===== src/rtl/stt_pkg.sv =====
`timescale 1ns / 1ps
// ----------------------------------------------------------------------------
// stt_pkg
// Shared types, token kinds, keyword table and character classes of the
// source text tokenizer.
// ----------------------------------------------------------------------------
package stt_pkg;

  typedef enum logic [3:0] {
    MODE_IDLE,
    MODE_OP,
    MODE_COMMENT,
    MODE_STRING,
    MODE_IDENT,
    MODE_ZERO,
    MODE_DEC,
    MODE_DECDOT,
    MODE_HEX
  } mode_e;

  typedef logic [5:0] kind_t;

  localparam kind_t TK_EOF      = 6'd0;
  localparam kind_t TK_ILLEGAL  = 6'd1;
  localparam kind_t TK_IDENT    = 6'd2;
  localparam kind_t TK_INT      = 6'd3;
  localparam kind_t TK_FLOAT    = 6'd4;
  localparam kind_t TK_STRING   = 6'd5;
  localparam kind_t TK_ASSIGN   = 6'd6;
  localparam kind_t TK_PLUS     = 6'd7;
  localparam kind_t TK_MINUS    = 6'd8;
  localparam kind_t TK_STAR     = 6'd9;
  localparam kind_t TK_SLASH    = 6'd10;
  localparam kind_t TK_BANG     = 6'd11;
  localparam kind_t TK_LT       = 6'd12;
  localparam kind_t TK_GT       = 6'd13;
  localparam kind_t TK_EQ       = 6'd14;
  localparam kind_t TK_NE       = 6'd15;
  localparam kind_t TK_LE       = 6'd16;
  localparam kind_t TK_GE       = 6'd17;
  localparam kind_t TK_ARROW    = 6'd18;
  localparam kind_t TK_DEFINE   = 6'd19;
  localparam kind_t TK_PLUS_EQ  = 6'd20;
  localparam kind_t TK_MINUS_EQ = 6'd21;
  localparam kind_t TK_STAR_EQ  = 6'd22;
  localparam kind_t TK_SLASH_EQ = 6'd23;
  localparam kind_t TK_RANGE    = 6'd24;
  localparam kind_t TK_AMP      = 6'd25;
  localparam kind_t TK_COMMA    = 6'd26;
  localparam kind_t TK_SEMI     = 6'd27;
  localparam kind_t TK_COLON    = 6'd28;
  localparam kind_t TK_LPAREN   = 6'd29;
  localparam kind_t TK_RPAREN   = 6'd30;
  localparam kind_t TK_LBRACE   = 6'd31;
  localparam kind_t TK_RBRACE   = 6'd32;
  localparam kind_t TK_LBRACKET = 6'd33;
  localparam kind_t TK_RBRACKET = 6'd34;
  localparam kind_t TK_HASH     = 6'd35;
  localparam kind_t TK_KW_BASE  = 6'd36;

  localparam int NUM_KW = 12;
  localparam logic [3:0] KW_LEN [NUM_KW] = '{
    4'd2, 4'd2, 4'd4, 4'd5, 4'd6, 4'd6, 4'd4, 4'd3, 4'd5, 4'd8, 4'd6, 4'd3
  };
  // text right-aligned: last character in the lowest byte
  localparam logic [63:0] KW_STR [NUM_KW] = '{
    64'("fn"), 64'("if"), 64'("else"), 64'("while"), 64'("return"),
    64'("struct"), 64'("impl"), 64'("asm"), 64'("const"), 64'("protocol"),
    64'("unsafe"), 64'("mut")
  };

  localparam int QUEUE_DEPTH = 4;
  localparam int QPTR_W      = 2;

  typedef struct packed {
    kind_t       kind;
    logic [31:0] start;
    logic [7:0]  length;
    logic        sat;
  } token_t;

  typedef struct packed {
    logic   two;
    token_t tok0;
    token_t tok1;
  } entry_t;

  function automatic logic is_digit(input logic [7:0] b);
    return (b >= "0") && (b <= "9");
  endfunction

  function automatic logic is_alpha(input logic [7:0] b);
    return ((b >= "a") && (b <= "z")) || ((b >= "A") && (b <= "Z"));
  endfunction

  function automatic logic is_hex(input logic [7:0] b);
    return is_digit(b) || ((b >= "a") && (b <= "f")) || ((b >= "A") && (b <= "F"));
  endfunction

  function automatic logic is_space(input logic [7:0] b);
    return (b == " ") || ((b >= 8'd9) && (b <= 8'd13));
  endfunction

  function automatic kind_t single_op(input logic [7:0] c);
    kind_t k;
    case (c)
      "=":     k = TK_ASSIGN;
      ":":     k = TK_COLON;
      "+":     k = TK_PLUS;
      "-":     k = TK_MINUS;
      "*":     k = TK_STAR;
      "/":     k = TK_SLASH;
      "<":     k = TK_LT;
      ">":     k = TK_GT;
      "!":     k = TK_BANG;
      default: k = TK_ILLEGAL;
    endcase
    return k;
  endfunction

  // zero when the two bytes form no operator
  function automatic kind_t pair_op(input logic [7:0] c, input logic [7:0] b);
    kind_t k;
    k = TK_EOF;
    if (b == "=") begin
      case (c)
        "=":     k = TK_EQ;
        ":":     k = TK_DEFINE;
        "+":     k = TK_PLUS_EQ;
        "-":     k = TK_MINUS_EQ;
        "*":     k = TK_STAR_EQ;
        "/":     k = TK_SLASH_EQ;
        "<":     k = TK_LE;
        ">":     k = TK_GE;
        "!":     k = TK_NE;
        default: k = TK_EOF;
      endcase
    end else if (c == "-" && b == ">") begin
      k = TK_ARROW;
    end else if (c == "." && b == ".") begin
      k = TK_RANGE;
    end
    return k;
  endfunction

  function automatic logic [7:0] kw_char(input logic [3:0] k, input logic [2:0] p);
    logic [2:0] pos;
    pos = 3'(KW_LEN[k] - 4'd1) - p;
    return KW_STR[k][pos*8 +: 8];
  endfunction

endpackage


===== src/rtl/stt_front.sv =====
`timescale 1ns / 1ps
// ----------------------------------------------------------------------------
// stt_front
// Lexer front end: takes one byte a cycle while the queue is ready, updates
// the token state and hands the one or two tokens of that byte, if any, to the queue as one entry.
// ----------------------------------------------------------------------------
module stt_front #(
  parameter int LENGTH_MAX   = 255,
  parameter int OFFSET_WIDTH = 32
) (
  input  logic             clk_i,
  input  logic             rst_ni,
  input  logic             in_valid_i,
  input  logic [7:0]       in_byte_i,
  input  logic             q_ready_i,
  output logic             in_ready_o,
  output logic             push_o,
  output stt_pkg::entry_t  push_entry_o
);

  localparam int LW = $clog2(LENGTH_MAX + 1);
  localparam int OW = OFFSET_WIDTH;

  stt_pkg::mode_e mode_q, mode_d;
  logic [7:0]     pend_q, pend_d;
  logic [11:0]    kw_q, kw_d;
  logic           flt_q, flt_d;
  logic [LW-1:0]  len_q, len_d;
  logic           ovf_q, ovf_d;
  logic [OW-1:0]  start_q, start_d;
  logic [OW-1:0]  off_q, off_d;

  logic            accept;
  logic [7:0]      b;

  // decode of a byte that opens a token
  stt_pkg::mode_e  st_mode;
  logic            st_emit;
  stt_pkg::kind_t  st_kind;
  logic [LW-1:0]   st_len;
  logic [11:0]     st_kw;

  stt_pkg::kind_t  id_kind;
  stt_pkg::token_t tok [2];
  logic [1:0]      cnt;

  function automatic logic [LW:0] grow(input logic [LW-1:0] l, input logic o);
    logic [LW:0] r;
    if (l >= LW'(LENGTH_MAX)) r = {1'b1, l};
    else r = {o, l + LW'(1)};
    return r;
  endfunction

  function automatic logic [11:0] kw_step(input logic [11:0] cand, input logic [LW-1:0] l,
                                          input logic [7:0] c);
    logic [11:0] r;
    r = cand;
    for (int k = 0; k < stt_pkg::NUM_KW; k++) begin
      if (l >= LW'(stt_pkg::KW_LEN[k]) || stt_pkg::kw_char(4'(k), l[2:0]) != c) begin
        r[k] = 1'b0;
      end
    end
    return r;
  endfunction

  function automatic stt_pkg::token_t mk(input stt_pkg::kind_t k, input logic [OW-1:0] s,
                                         input logic [LW-1:0] l, input logic o);
    stt_pkg::token_t t;
    t.kind   = k;
    t.start  = 32'(s);
    t.length = 8'(l);
    t.sat    = o;
    return t;
  endfunction

  assign in_ready_o = q_ready_i;
  assign accept     = in_valid_i && q_ready_i;
  assign b          = in_byte_i;

  always_comb begin
    id_kind = stt_pkg::TK_IDENT;
    if (!ovf_q) begin
      for (int k = stt_pkg::NUM_KW - 1; k >= 0; k--) begin
        if (kw_q[k] && len_q == LW'(stt_pkg::KW_LEN[k])) begin
          id_kind = stt_pkg::TK_KW_BASE + 6'(k);
        end
      end
    end
  end

  always_comb begin
    st_mode = stt_pkg::MODE_IDLE;
    st_emit = 1'b0;
    st_kind = stt_pkg::TK_ILLEGAL;
    st_len  = '0;
    st_kw   = '1;
    if (!stt_pkg::is_space(b)) begin
      case (b)
        "\"": st_mode = stt_pkg::MODE_STRING;
        "=", ":", "+", "-", "*", "/", "<", ">", "!", ".": st_mode = stt_pkg::MODE_OP;
        "(": begin st_emit = 1'b1; st_kind = stt_pkg::TK_LPAREN;   end
        ")": begin st_emit = 1'b1; st_kind = stt_pkg::TK_RPAREN;   end
        "{": begin st_emit = 1'b1; st_kind = stt_pkg::TK_LBRACE;   end
        "}": begin st_emit = 1'b1; st_kind = stt_pkg::TK_RBRACE;   end
        "[": begin st_emit = 1'b1; st_kind = stt_pkg::TK_LBRACKET; end
        "]": begin st_emit = 1'b1; st_kind = stt_pkg::TK_RBRACKET; end
        "#": begin st_emit = 1'b1; st_kind = stt_pkg::TK_HASH;     end
        "&": begin st_emit = 1'b1; st_kind = stt_pkg::TK_AMP;      end
        ",": begin st_emit = 1'b1; st_kind = stt_pkg::TK_COMMA;    end
        ";": begin st_emit = 1'b1; st_kind = stt_pkg::TK_SEMI;     end
        default: begin
          if (stt_pkg::is_alpha(b) || b == "_") begin
            st_mode = stt_pkg::MODE_IDENT;
            st_len  = LW'(1);
            st_kw   = kw_step('1, '0, b);
          end else if (b == "0") begin
            st_mode = stt_pkg::MODE_ZERO;
            st_len  = LW'(1);
          end else if (stt_pkg::is_digit(b)) begin
            st_mode = stt_pkg::MODE_DEC;
            st_len  = LW'(1);
          end else begin
            st_emit = 1'b1;
          end
        end
      endcase
    end
  end

  always_comb begin
    logic          do_clear;
    logic          do_start;
    logic [LW:0]   g;
    logic [LW-1:0] dl;
    logic          dov;
    logic          dflt;
    stt_pkg::kind_t pk;

    mode_d  = mode_q;
    pend_d  = pend_q;
    kw_d    = kw_q;
    flt_d   = flt_q;
    len_d   = len_q;
    ovf_d   = ovf_q;
    start_d = start_q;
    off_d   = off_q;
    tok[0]  = '0;
    tok[1]  = '0;
    cnt     = 2'd0;
    do_clear = 1'b0;
    do_start = 1'b0;
    g    = grow(len_q, ovf_q);
    dl   = len_q;
    dov  = ovf_q;
    dflt = flt_q;
    pk   = stt_pkg::pair_op(pend_q, b);

    if (b == 8'd0) begin
      case (mode_q)
        stt_pkg::MODE_OP: begin
          tok[cnt[0]] = mk(stt_pkg::single_op(pend_q), start_q, LW'(1), 1'b0);
          cnt = cnt + 2'd1;
        end
        stt_pkg::MODE_STRING: begin
          tok[cnt[0]] = mk(stt_pkg::TK_ILLEGAL, start_q, len_q, ovf_q);
          cnt = cnt + 2'd1;
        end
        stt_pkg::MODE_IDENT: begin
          tok[cnt[0]] = mk(id_kind, start_q, len_q, ovf_q);
          cnt = cnt + 2'd1;
        end
        stt_pkg::MODE_ZERO, stt_pkg::MODE_DEC, stt_pkg::MODE_HEX: begin
          tok[cnt[0]] = mk(flt_q ? stt_pkg::TK_FLOAT : stt_pkg::TK_INT, start_q, len_q, ovf_q);
          cnt = cnt + 2'd1;
        end
        stt_pkg::MODE_DECDOT: begin
          tok[cnt[0]] = mk(stt_pkg::TK_FLOAT, start_q, g[LW-1:0], g[LW]);
          cnt = cnt + 2'd1;
        end
        default: ;
      endcase
      tok[cnt[0]] = mk(stt_pkg::TK_EOF, off_q, '0, 1'b0);
      cnt = cnt + 2'd1;
      do_clear = 1'b1;
      start_d  = '0;
      off_d    = '0;
    end else begin
      off_d = off_q + OW'(1);
      case (mode_q)
        stt_pkg::MODE_OP: begin
          if (pend_q == "/" && b == "/") begin
            do_clear = 1'b1;
          end else if (pk != stt_pkg::TK_EOF) begin
            tok[cnt[0]] = mk(pk, start_q, LW'(2), 1'b0);
            cnt = cnt + 2'd1;
            do_clear = 1'b1;
          end else begin
            tok[cnt[0]] = mk(stt_pkg::single_op(pend_q), start_q, LW'(1), 1'b0);
            cnt = cnt + 2'd1;
            do_start = 1'b1;
          end
        end
        stt_pkg::MODE_COMMENT: begin
          if (b == 8'h0a) do_clear = 1'b1;
        end
        stt_pkg::MODE_STRING: begin
          if (b == "\"") begin
            tok[cnt[0]] = mk(stt_pkg::TK_STRING, start_q, len_q, ovf_q);
            cnt = cnt + 2'd1;
            do_clear = 1'b1;
          end else begin
            {ovf_d, len_d} = g;
          end
        end
        stt_pkg::MODE_IDENT: begin
          if (stt_pkg::is_alpha(b) || stt_pkg::is_digit(b) || b == "_") begin
            kw_d = kw_step(kw_q, len_q, b);
            {ovf_d, len_d} = g;
          end else begin
            tok[cnt[0]] = mk(id_kind, start_q, len_q, ovf_q);
            cnt = cnt + 2'd1;
            do_start = 1'b1;
          end
        end
        stt_pkg::MODE_ZERO, stt_pkg::MODE_DEC, stt_pkg::MODE_DECDOT: begin
          if (mode_q == stt_pkg::MODE_ZERO && (b == "x" || b == "X")) begin
            mode_d = stt_pkg::MODE_HEX;
            {ovf_d, len_d} = g;
          end else if (mode_q == stt_pkg::MODE_DECDOT && b == ".") begin
            // number ends before the two dots, which give a range
            tok[cnt[0]] = mk(flt_q ? stt_pkg::TK_FLOAT : stt_pkg::TK_INT, start_q, len_q, ovf_q);
            cnt = cnt + 2'd1;
            tok[cnt[0]] = mk(stt_pkg::TK_RANGE, off_q - OW'(1), LW'(2), 1'b0);
            cnt = cnt + 2'd1;
            do_clear = 1'b1;
          end else begin
            if (mode_q == stt_pkg::MODE_DECDOT) begin
              // the dot joins the number
              dl    = g[LW-1:0];
              dov   = g[LW];
              dflt  = 1'b1;
              flt_d = 1'b1;
              len_d = dl;
              ovf_d = dov;
            end
            if (stt_pkg::is_digit(b)) begin
              mode_d = stt_pkg::MODE_DEC;
              {ovf_d, len_d} = grow(dl, dov);
            end else if (b == ".") begin
              mode_d = stt_pkg::MODE_DECDOT;
            end else begin
              tok[cnt[0]] = mk(dflt ? stt_pkg::TK_FLOAT : stt_pkg::TK_INT, start_q, dl, dov);
              cnt = cnt + 2'd1;
              do_start = 1'b1;
            end
          end
        end
        stt_pkg::MODE_HEX: begin
          if (stt_pkg::is_hex(b)) begin
            {ovf_d, len_d} = g;
          end else begin
            tok[cnt[0]] = mk(stt_pkg::TK_INT, start_q, len_q, ovf_q);
            cnt = cnt + 2'd1;
            do_start = 1'b1;
          end
        end
        default: do_start = 1'b1;
      endcase
    end

    if (do_clear || do_start) begin
      mode_d = (mode_q == stt_pkg::MODE_OP && pend_q == "/" && b == "/")
             ? stt_pkg::MODE_COMMENT : stt_pkg::MODE_IDLE;
      pend_d = '0;
      kw_d   = '1;
      flt_d  = 1'b0;
      len_d  = '0;
      ovf_d  = 1'b0;
    end
    if (do_start) begin
      mode_d  = st_mode;
      pend_d  = b;
      kw_d    = st_kw;
      len_d   = st_len;
      start_d = off_q;
      if (st_emit) begin
        tok[cnt[0]] = mk(st_kind, off_q, LW'(1), 1'b0);
        cnt = cnt + 2'd1;
      end
    end
  end

  assign push_o             = accept && (cnt != 2'd0);
  assign push_entry_o.two   = cnt[1];
  assign push_entry_o.tok0  = tok[0];
  assign push_entry_o.tok1  = tok[1];

  always_ff @(posedge clk_i or negedge rst_ni) begin
    if (!rst_ni) begin
      mode_q  <= stt_pkg::MODE_IDLE;
      pend_q  <= '0;
      kw_q    <= '1;
      flt_q   <= 1'b0;
      len_q   <= '0;
      ovf_q   <= 1'b0;
      start_q <= '0;
      off_q   <= '0;
    end else if (accept) begin
      mode_q  <= mode_d;
      pend_q  <= pend_d;
      kw_q    <= kw_d;
      flt_q   <= flt_d;
      len_q   <= len_d;
      ovf_q   <= ovf_d;
      start_q <= start_d;
      off_q   <= off_d;
    end
  end

endmodule


===== src/rtl/stt_queue.sv =====
`timescale 1ns / 1ps
// ----------------------------------------------------------------------------
// stt_queue
// Short queue of token entries between the lexer front end and the output
// stage.
// ----------------------------------------------------------------------------
module stt_queue (
  input  logic            clk_i,
  input  logic            rst_ni,
  input  logic            push_i,
  input  stt_pkg::entry_t push_entry_i,
  output logic            ready_o,
  input  logic            pop_i,
  output logic            nonempty_o,
  output stt_pkg::entry_t pop_entry_o
);

  stt_pkg::entry_t mem_q [stt_pkg::QUEUE_DEPTH];
  logic [stt_pkg::QPTR_W-1:0] wr_q, rd_q;
  logic [stt_pkg::QPTR_W:0]   count_q;

  assign ready_o     = count_q != (stt_pkg::QPTR_W+1)'(stt_pkg::QUEUE_DEPTH);
  assign nonempty_o  = count_q != '0;
  assign pop_entry_o = mem_q[rd_q];

  always_ff @(posedge clk_i) begin
    if (push_i) mem_q[wr_q] <= push_entry_i;
  end

  always_ff @(posedge clk_i or negedge rst_ni) begin
    if (!rst_ni) begin
      wr_q    <= '0;
      rd_q    <= '0;
      count_q <= '0;
    end else begin
      if (push_i) wr_q <= wr_q + 1'b1;
      if (pop_i) rd_q <= rd_q + 1'b1;
      if (push_i && !pop_i) count_q <= count_q + 1'b1;
      else if (!push_i && pop_i) count_q <= count_q - 1'b1;
    end
  end

endmodule


===== src/rtl/stt_back.sv =====
`timescale 1ns / 1ps
// ----------------------------------------------------------------------------
// stt_back
// Output stage: holds one queue entry in a register and sends its tokens
// one beat at a time.
// ----------------------------------------------------------------------------
module stt_back (
  input  logic            clk_i,
  input  logic            rst_ni,
  input  logic            nonempty_i,
  input  stt_pkg::entry_t entry_i,
  output logic            pop_o,
  output logic            out_valid_o,
  input  logic            out_ready_i,
  output logic [47:0]     out_data_o,
  output logic            out_last_o
);

  stt_pkg::entry_t cur_q;
  logic            valid_q;
  logic            idx_q;
  logic            last_beat;
  logic            done;
  stt_pkg::token_t tok;

  assign last_beat   = !cur_q.two || idx_q;
  assign done        = valid_q && out_ready_i && last_beat;
  assign pop_o       = nonempty_i && (!valid_q || done);
  assign tok         = idx_q ? cur_q.tok1 : cur_q.tok0;
  assign out_valid_o = valid_q;
  assign out_last_o  = last_beat;
  assign out_data_o  = {1'b0, tok.sat, tok.length, tok.start, tok.kind};

  always_ff @(posedge clk_i) begin
    if (pop_o) cur_q <= entry_i;
  end

  always_ff @(posedge clk_i or negedge rst_ni) begin
    if (!rst_ni) begin
      valid_q <= 1'b0;
      idx_q   <= 1'b0;
    end else if (pop_o) begin
      valid_q <= 1'b1;
      idx_q   <= 1'b0;
    end else if (done) begin
      valid_q <= 1'b0;
    end else if (valid_q && out_ready_i) begin
      idx_q <= 1'b1;
    end
  end

endmodule


===== src/rtl/source_text_tokenizer.sv =====
`timescale 1ns / 1ps
// ----------------------------------------------------------------------------
// source_text_tokenizer
// Streaming lexer: source bytes in, tokens of kind, start and length out.
// ----------------------------------------------------------------------------
// one byte accepted per cycle while the queue has room; a byte yields zero,
// one or two tokens; tokens leave one beat each, at one per cycle from the
// output register while m_axis_tready is high; a four-entry queue absorbs
// bursts
// reset is asynchronous and clears the lexer state, offsets and the queue
module source_text_tokenizer #(
  parameter int LENGTH_MAX   = 255,
  parameter int OFFSET_WIDTH = 32
) (
  input  logic        clk_i,
  input  logic        rst_ni,
  input  logic        s_axis_tvalid,
  output logic        s_axis_tready,
  input  logic [7:0]  s_axis_tdata,   // [7:0] byte_value
  output logic        m_axis_tvalid,
  input  logic        m_axis_tready,
  // [5:0] token_kind, [37:6] token_start, [45:38] token_length,
  // [46] length_saturated, [47] zero
  output logic [47:0] m_axis_tdata,
  output logic        m_axis_tlast    // last_in_run
);

  logic            q_ready;
  logic            push;
  stt_pkg::entry_t push_entry;
  logic            pop;
  logic            nonempty;
  stt_pkg::entry_t pop_entry;

  stt_front #(
    .LENGTH_MAX   (LENGTH_MAX),
    .OFFSET_WIDTH (OFFSET_WIDTH)
  ) u_front (
    .clk_i        (clk_i),
    .rst_ni       (rst_ni),
    .in_valid_i   (s_axis_tvalid),
    .in_byte_i    (s_axis_tdata),
    .q_ready_i    (q_ready),
    .in_ready_o   (s_axis_tready),
    .push_o       (push),
    .push_entry_o (push_entry)
  );

  stt_queue u_queue (
    .clk_i        (clk_i),
    .rst_ni       (rst_ni),
    .push_i       (push),
    .push_entry_i (push_entry),
    .ready_o      (q_ready),
    .pop_i        (pop),
    .nonempty_o   (nonempty),
    .pop_entry_o  (pop_entry)
  );

  stt_back u_back (
    .clk_i       (clk_i),
    .rst_ni      (rst_ni),
    .nonempty_i  (nonempty),
    .entry_i     (pop_entry),
    .pop_o       (pop),
    .out_valid_o (m_axis_tvalid),
    .out_ready_i (m_axis_tready),
    .out_data_o  (m_axis_tdata),
    .out_last_o  (m_axis_tlast)
  );

endmodule

===== config.mk =====
export PLATFORM = sky130hd
export DESIGN_NAME = source_text_tokenizer
export DESIGN_NICKNAME = d
export VERILOG_FILES = /design/src/rtl/stt_pkg.sv /design/src/rtl/stt_front.sv /design/src/rtl/stt_queue.sv /design/src/rtl/stt_back.sv /design/src/rtl/source_text_tokenizer.sv
export SDC_FILE = /design/constraint.sdc
export NUM_CORES = 1
export LEC_CHECK = 0
export ABC_AREA = 1
export BUFFER_PORTS_ARGS = -buffer_cell sky130_fd_sc_hd__clkbuf_2
export CORE_ASPECT_RATIO = 1.2
export CORE_UTILIZATION = 35
export CTS_CLUSTER_SIZE = 25
export DETAILED_ROUTE_END_ITERATION = 10
export PLACE_DENSITY = 0.6
export RECOVER_POWER = 50
export SETUP_SLACK_MARGIN = 0.3
export SLEW_MARGIN = 10
export SYNTH_ARGS = -nofsm -noshare
export SYNTH_HDL_FRONTEND = slang
export SYNTH_SLANG_ARGS = --single-unit

===== constraint.sdc =====
create_clock -name clk_i -period 16.53 [get_ports clk_i]
set_input_delay 1.653 -clock clk_i [delete_from_list [all_inputs] [get_ports clk_i]]
set_output_delay 1.653 -clock clk_i [all_outputs]
set_load 0.01 [all_outputs]

# Yosys cells after proc, flatten, opt, wreduce, memory -nomap -nowiden
# Memory sizes are Yosys's and may differ from the RTL's. A register that Yosys moved wholly into a read port is not among the register bits.
# Cells that the tools add are included.
# word_totals
input_bits	12
reg_bits	107
output_inout_bits	51
ram_bits	380
memories	1
elab_cells	462
# mem_list
name	words	word_bits	rd	rd_clocked_by_memory_dff	write_ports	line	source
u_queue.mem_q	4	95	1	1	1	stt_queue.sv:18	stt_pkg::entry_t mem_q [stt_pkg::QUEUE_DEPTH];
# classes
n_eq_ne	89
order_cmp	22
reduce_logical	116
addsub	16
n_bitwise	2
muxes	180
n_shift	12
# op_table
operator	n
64-bit by 7-bit indexed part select with 8-bit output (first input constant)	12
47-bit two-way mux	11
47-bit one-hot mux with 5 select lines	2
94-bit two-way mux	4
8-bit by 6-bit == test with 1-bit output (second input constant)	29
94-bit bitwise mux	2
8-bit two-way mux	20
12-bit two-way mux	8
32-bit two-way mux	3
6-bit two-way mux	16
8-bit != test	12
47-bit demux with 1-bit select	2
5-bit one-hot mux with 9 select lines	2
7-bit by 8-bit != test with 1-bit output (first input constant)	11
1-bit two-way mux	72
5-bit AND reduction	14
6-bit one-hot mux with 10 select lines	1
8-bit by 7-bit == test with 1-bit output (second input constant)	7
3-bit nonzero test	16
46-bit two-way mux	1
4-bit two-way mux	11
44-bit two-way mux	1
43-bit two-way mux	1
1-bit logical AND	34
59 further kinds	145

# Longest topological paths before layout
# logic_depth
word_depth	22
depth_mapped	27
mapped_depth_nobuf	26

# Hierarchy
# Synthesis repeated with hierarchy kept, for this count alone.
# unflattened
hier_cells	3155
hier_area_um2	29613.4
# modules_own_cells
module	n_inst	cells_per_inst	seq_area_each_um2	area_each_um2
stt_queue	1	1158	11586.1	15732.6
stt_front	1	1736	2467.4	10318.6
stt_back	1	261	2902.8	3562.2

# Worst setup path before layout
# OpenSTA, ideal clock, no wires.
# synth_path
path_type	in2reg
start	in s_axis_tdata[4]
end	mem u_queue.mem_q[0][10] (netlist bit) (enable)
required_time_ns	15.997
setup_time_ns	0.533
arrival_ns	7.255
slack_ns	8.742
stages	18
path_buffers	2
path_cell_list	buf_6 -> nor2_2 -> nand3_1 -> buf_4 -> or2_1 -> nor2_2 -> nor2_1 -> nor2_1 -> nand4_1 -> nand2_2 -> inv_2 -> ha_1 -> inv_1 -> nand3_1 -> nand2_1 -> nand3_1 -> nand2_2 -> nor2_1
# synth_between
elab_chain_cells	15
word_cells_on_any_way	94
classes_between	add/sub: 1; order compare: 10; eq/ne: 26; mux: 32; reduce/logical: 25
# synth_lines
item	line	source
start, declared	source_text_tokenizer.sv:19	input logic [7:0] s_axis_tdata,
8-bit by 7-bit >= comparator with 1-bit output (tied with other cells)	stt_pkg.sv:93, stt_pkg.sv:97	
1-bit logical AND (on tied branches)	stt_pkg.sv:93, stt_pkg.sv:140	
1-bit logical OR / 5-bit two-way mux (equally long branches)	stt_pkg.sv:93, stt_pkg.sv:140	
1-bit logical OR / 6-bit two-way mux (equally long branches)	stt_front.sv:216, stt_pkg.sv:138	
1-bit logical OR / 6-bit two-way mux (equally long branches)	stt_front.sv:216, stt_pkg.sv:125	
1-bit two-way mux / 6-bit nonzero test (equally long branches)	stt_front.sv:216, stt_front.sv:193	
2-bit one-hot mux with 5 select lines / 1-bit two-way mux (equally long branches)	stt_front.sv:189, stt_front.sv:193	
2-bit two-way mux / 1-bit two-way mux (equally long branches)	stt_front.sv:158, stt_front.sv:191	
2-bit by 1-bit adder with 2-bit output / 1-bit one-hot mux with 5 select lines (equally long branches)	stt_front.sv:288, stt_front.sv:189	
2-bit two-way mux / 1-bit two-way mux (equally long branches)	stt_front.sv:286, stt_front.sv:158	
2-bit two-way mux *	stt_front.sv:280	if (do_start) begin
2-bit nonzero test *	stt_front.sv:293	assign push_o = accept && (cnt != 2'd0);
1-bit logical AND *	stt_front.sv:293	
1-bit two-way mux *	stt_queue.sv:27	if (push_i) mem_q[wr_q] <= push_entry_i;
1-bit two-way mux (not written as such) *	stt_queue.sv:27	
end, declared	stt_queue.sv:18	
# Mark *: on every way between the ends. The rest lies on a longest branch, timed or not.

==> impl_metrics.tcl <==
set metrics [dict create \
    dpl-instance-area_um2 28120 \
    cts.path.max_buffers 3 \
    synth_edf_count 435 \
    drive_above_1_share_pct 6.928 \
    required_ns 16.85 \
    synth.most_common_cell "nand2_1" \
    final_antenna_net_count 0 \
    cts_buffers 54 \
    r2r-start "u_queue.rd_q[0]" \
    async_flop_share_pct 19.74 \
    diodes 0 \
    grt_pass1_wl_um 117300 \
    io_buffers 61 \
    synth_nets 2928 \
    met2_usage_pct 32.79 \
    h-tree-depth 2 \
    ff2ff_path_depth 4 \
    hold_depth 2 \
    top_usage_layer "met2" \
    worstSkewPairLatency_ns 0.62 \
    cts.sinks 542 \
    dp_hpwl_um 49990 \
    netlist.area_leader.share_pct 48.42 \
    holdCritStartpoint "u_front.kw_q[5]" \
    cp_max_fo 95 \
    max-vdd-ir-drop_uv 111.0 \
    gr-total-overflow 0 \
    drt_iter0_drc 1588 \
    syn_inst 2892 \
    grt_use_met3_pct 2.538 \
    worstPathArrival_ns 9.34 \
    area_growth_pct 10.01 \
    timing.final.crit_share_pct 54.52 \
    firstDrtPassIters 5 \
    cts_setup_buffers 0 \
    syn-mean-instance-area_um2 9.328 \
    status "finished, violations left" \
    r2r_setup_slack_ns 7.52 \
    min_to "u_front.kw_q[5]" \
    p_leak_nw 11.30 \
    routed_wl_um 75530 \
    initial_core_util_pct 35.32 \
    slew_violations 690 \
    fmax_ghz 0.1110 \
    cp_cell_sequence "clkinvlp_2 > clkbuf_1 > o21ai_0 > o22ai_1" \
    synthFlopType "edfxtp_1" \
    ys_warn_count 0 \
    vias 20995 \
    powerDensity_nw_per_um2 197.8 \
    finClkSkew_ns 0.02888 \
    endpoint_kind "flip-flop" \
    nets 2922 \
    setup_viol 0 \
    drc 0 \
    vias_per_cell 5.319 \
    relSlewSlack_pct -147.8 \
    critical-path-slowest-cell "clkinvlp_2" \
    cts_repair_resize_count 0 \
    synth_top_area_cell "edfxtp_1" \
    io_pins 63 \
    rsz0062_at_grt "no" \
    synthTopCellsByArea "edfxtp_1, dfrtp_1, nand2_1" \
    coreArea_um2 76390 \
    rows 111 \
    violations "capacitance limit, slew limit" \
    whs_ns 0.4855 \
    postCtsHoldBufs 0 \
    grt.total_usage_pct 18.99 \
    cts_root_buffer "clkbuf_16" \
    finalSetupTns_ns 0 \
    synthTopCellsByCount "nand2_1, edfxtp_1, nor2_1" \
    die_x_um 255.4 \
    fin_area_um2 29680 \
    netlist_area_um2 26980 \
    crit_path_max_incr_delay_ns 3.51 \
    drv_cap 12 \
    finalHoldViolCount 0 \
    r2r-end "u_back.cur_q[14]" \
    die_area_um2 78190 \
    yosysSeqAreaShare_pct 58.40 \
    die_h_um 306.1 \
    wl_per_cell_um 19.14 \
    synth-seq-cells 542 \
    grt_antenna_before_repair 1 \
    min_path_type "reg2reg" \
    gp_congestion 0.9239 \
    tightest_slew_ns 3.717 \
    layout_min_cycle_time_ns 9.013 \
    post_synth_num_cell_types 61 \
    timing_worst_setup_path_type "reg2reg" \
    use_met1_pct 24.38 \
    start_kind "flip-flop" \
    grt_max_degree 96 \
    cts_tree "built" \
    grt_pass1_vias 20123 \
    clk_pin_slew_ns 0.06 \
]
-- cell usage in the layout (no fill, tap or decap), types with 10 or more instances in the layout --
| cell | n |
|---|---|
| nor4_1 | 11 |
| clkinv_1 | 15 |
| clkbuf_1 | 70 |
| o21ai_0 | 326 |
| o22ai_1 | 158 |
| clkbuf_16 | 54 |
| dfstp_2 | 12 |
| nor2_4 | 11 |
| o21ai_1 | 26 |
| inv_2 | 21 |
| inv_1 | 210 |
| nand3_1 | 131 |
| nand4_1 | 32 |
| o211ai_1 | 13 |
| nor3_1 | 49 |
| a21oi_1 | 82 |
| clkbuf_2 | 10 |
| ha_1 | 23 |
| nor2_1 | 420 |
| edfxtp_1 | 435 |
| nand2_2 | 13 |
| xor2_1 | 26 |
| dfrtp_1 | 93 |
| nand2_1 | 542 |
| nor2_2 | 10 |
| buf_4 | 14 |
-- layout make-up --
cell class | count | area (um^2)
multi-input cells | 1960 | 9562
clock inverters | 33 | 349.1
well taps | 1017 | 1272
clock buffers | 67 | 1420
fillers | 7686 | 46710
inverters | 245 | 938.4
flip-flops and latches | 542 | 15760
repair buffers | 83 | 376.6
-- state kept, by name, indices dropped and copies added (netlist names), 3 cells and up --
register / flops
u_front.start_q: 32
u_queue.mem_q: 348
u_back.cur_q: 87
u_front.mode_q: 4
u_front.pend_q: 8
u_front.len_q: 8
u_front.off_q: 32
u_queue.count_q: 3
u_front.kw_q: 12
-- critical path: cells and delay by family (launching register included) --
kind | cells | cell delay, ns
AO/OA/AOI/OAI | 2 | 0.82
buffers and inverters | 2 | 5.27
flip-flops | 1 | 2.47
-- power by group --
group / total (mW) / switching [mW] / internal, mW
Sequential: 2.35 / 0.201 / 2.15
Combinational: 2.30 / 1.69 / 0.601
Clock: 1.22 / 0.529 / 0.692
-- worst max path at each step --
stage | start | end | slack [ns] | cells past startpoint
final | u_queue.rd_q[0] | u_back.cur_q[14] | 7.52 | 4
after global routing | u_queue.rd_q[0] | u_back.cur_q[14] | 6.51 | 4
after CTS | s_axis_tdata[0] | u_queue.mem_q[2][59] | 9.97 | 20
after detailed placement | s_axis_tdata[0] | u_queue.mem_q[2][9] | 9.33 | 20
after global placement | s_axis_tdata[0] | u_queue.mem_q[2][9] | 9.35 | 20
after floorplan | s_axis_tdata[4] | u_queue.mem_q[0][10] | 8.74 | 18
-- through the flow --
| stage | worst slack, ns | total power [mW] | utilization (%) | cells |
|---|---|---|---|---|
| 2_1_floorplan | 8.742 | 3.925 | - | 2892 |
| 3_3_place_gp | 9.352 | 4.682 | 36.82 | 3847 |
| 3_5_place_dp | 9.332 | 4.703 | 36.82 | 3847 |
| 4_1_cts | 9.971 | 5.930 | 39.13 | 3947 |
| 5_1_grt | 6.513 | 6.251 | 38.85 | 3947 |
| 6_report | 7.517 | 5.871 | 38.85 | 3947 |
-- per-layer routing --
metal	wire [um]	up-vias
met2	36880	616
met5	13	-
met3	3904	149
li1	-	10010
met4	2461	2
met1	32270	10218
-- cell families after synthesis --
family / Yosys count / synth area share [%]
other: 1 / 0.01390
multiplexers: 1 / 0.04174
buffers and inverters: 390 / 5.900
XOR/XNOR: 31 / 1.006
AND/OR/NAND/NOR: 1245 / 19.64
adder cells (fa/ha/maj): 24 / 1.141
flip-flops: 542 / 58.40
AO/OA/AOI/OAI: 658 / 13.85
No activity file was read; power rests on OpenSTA's default activity.
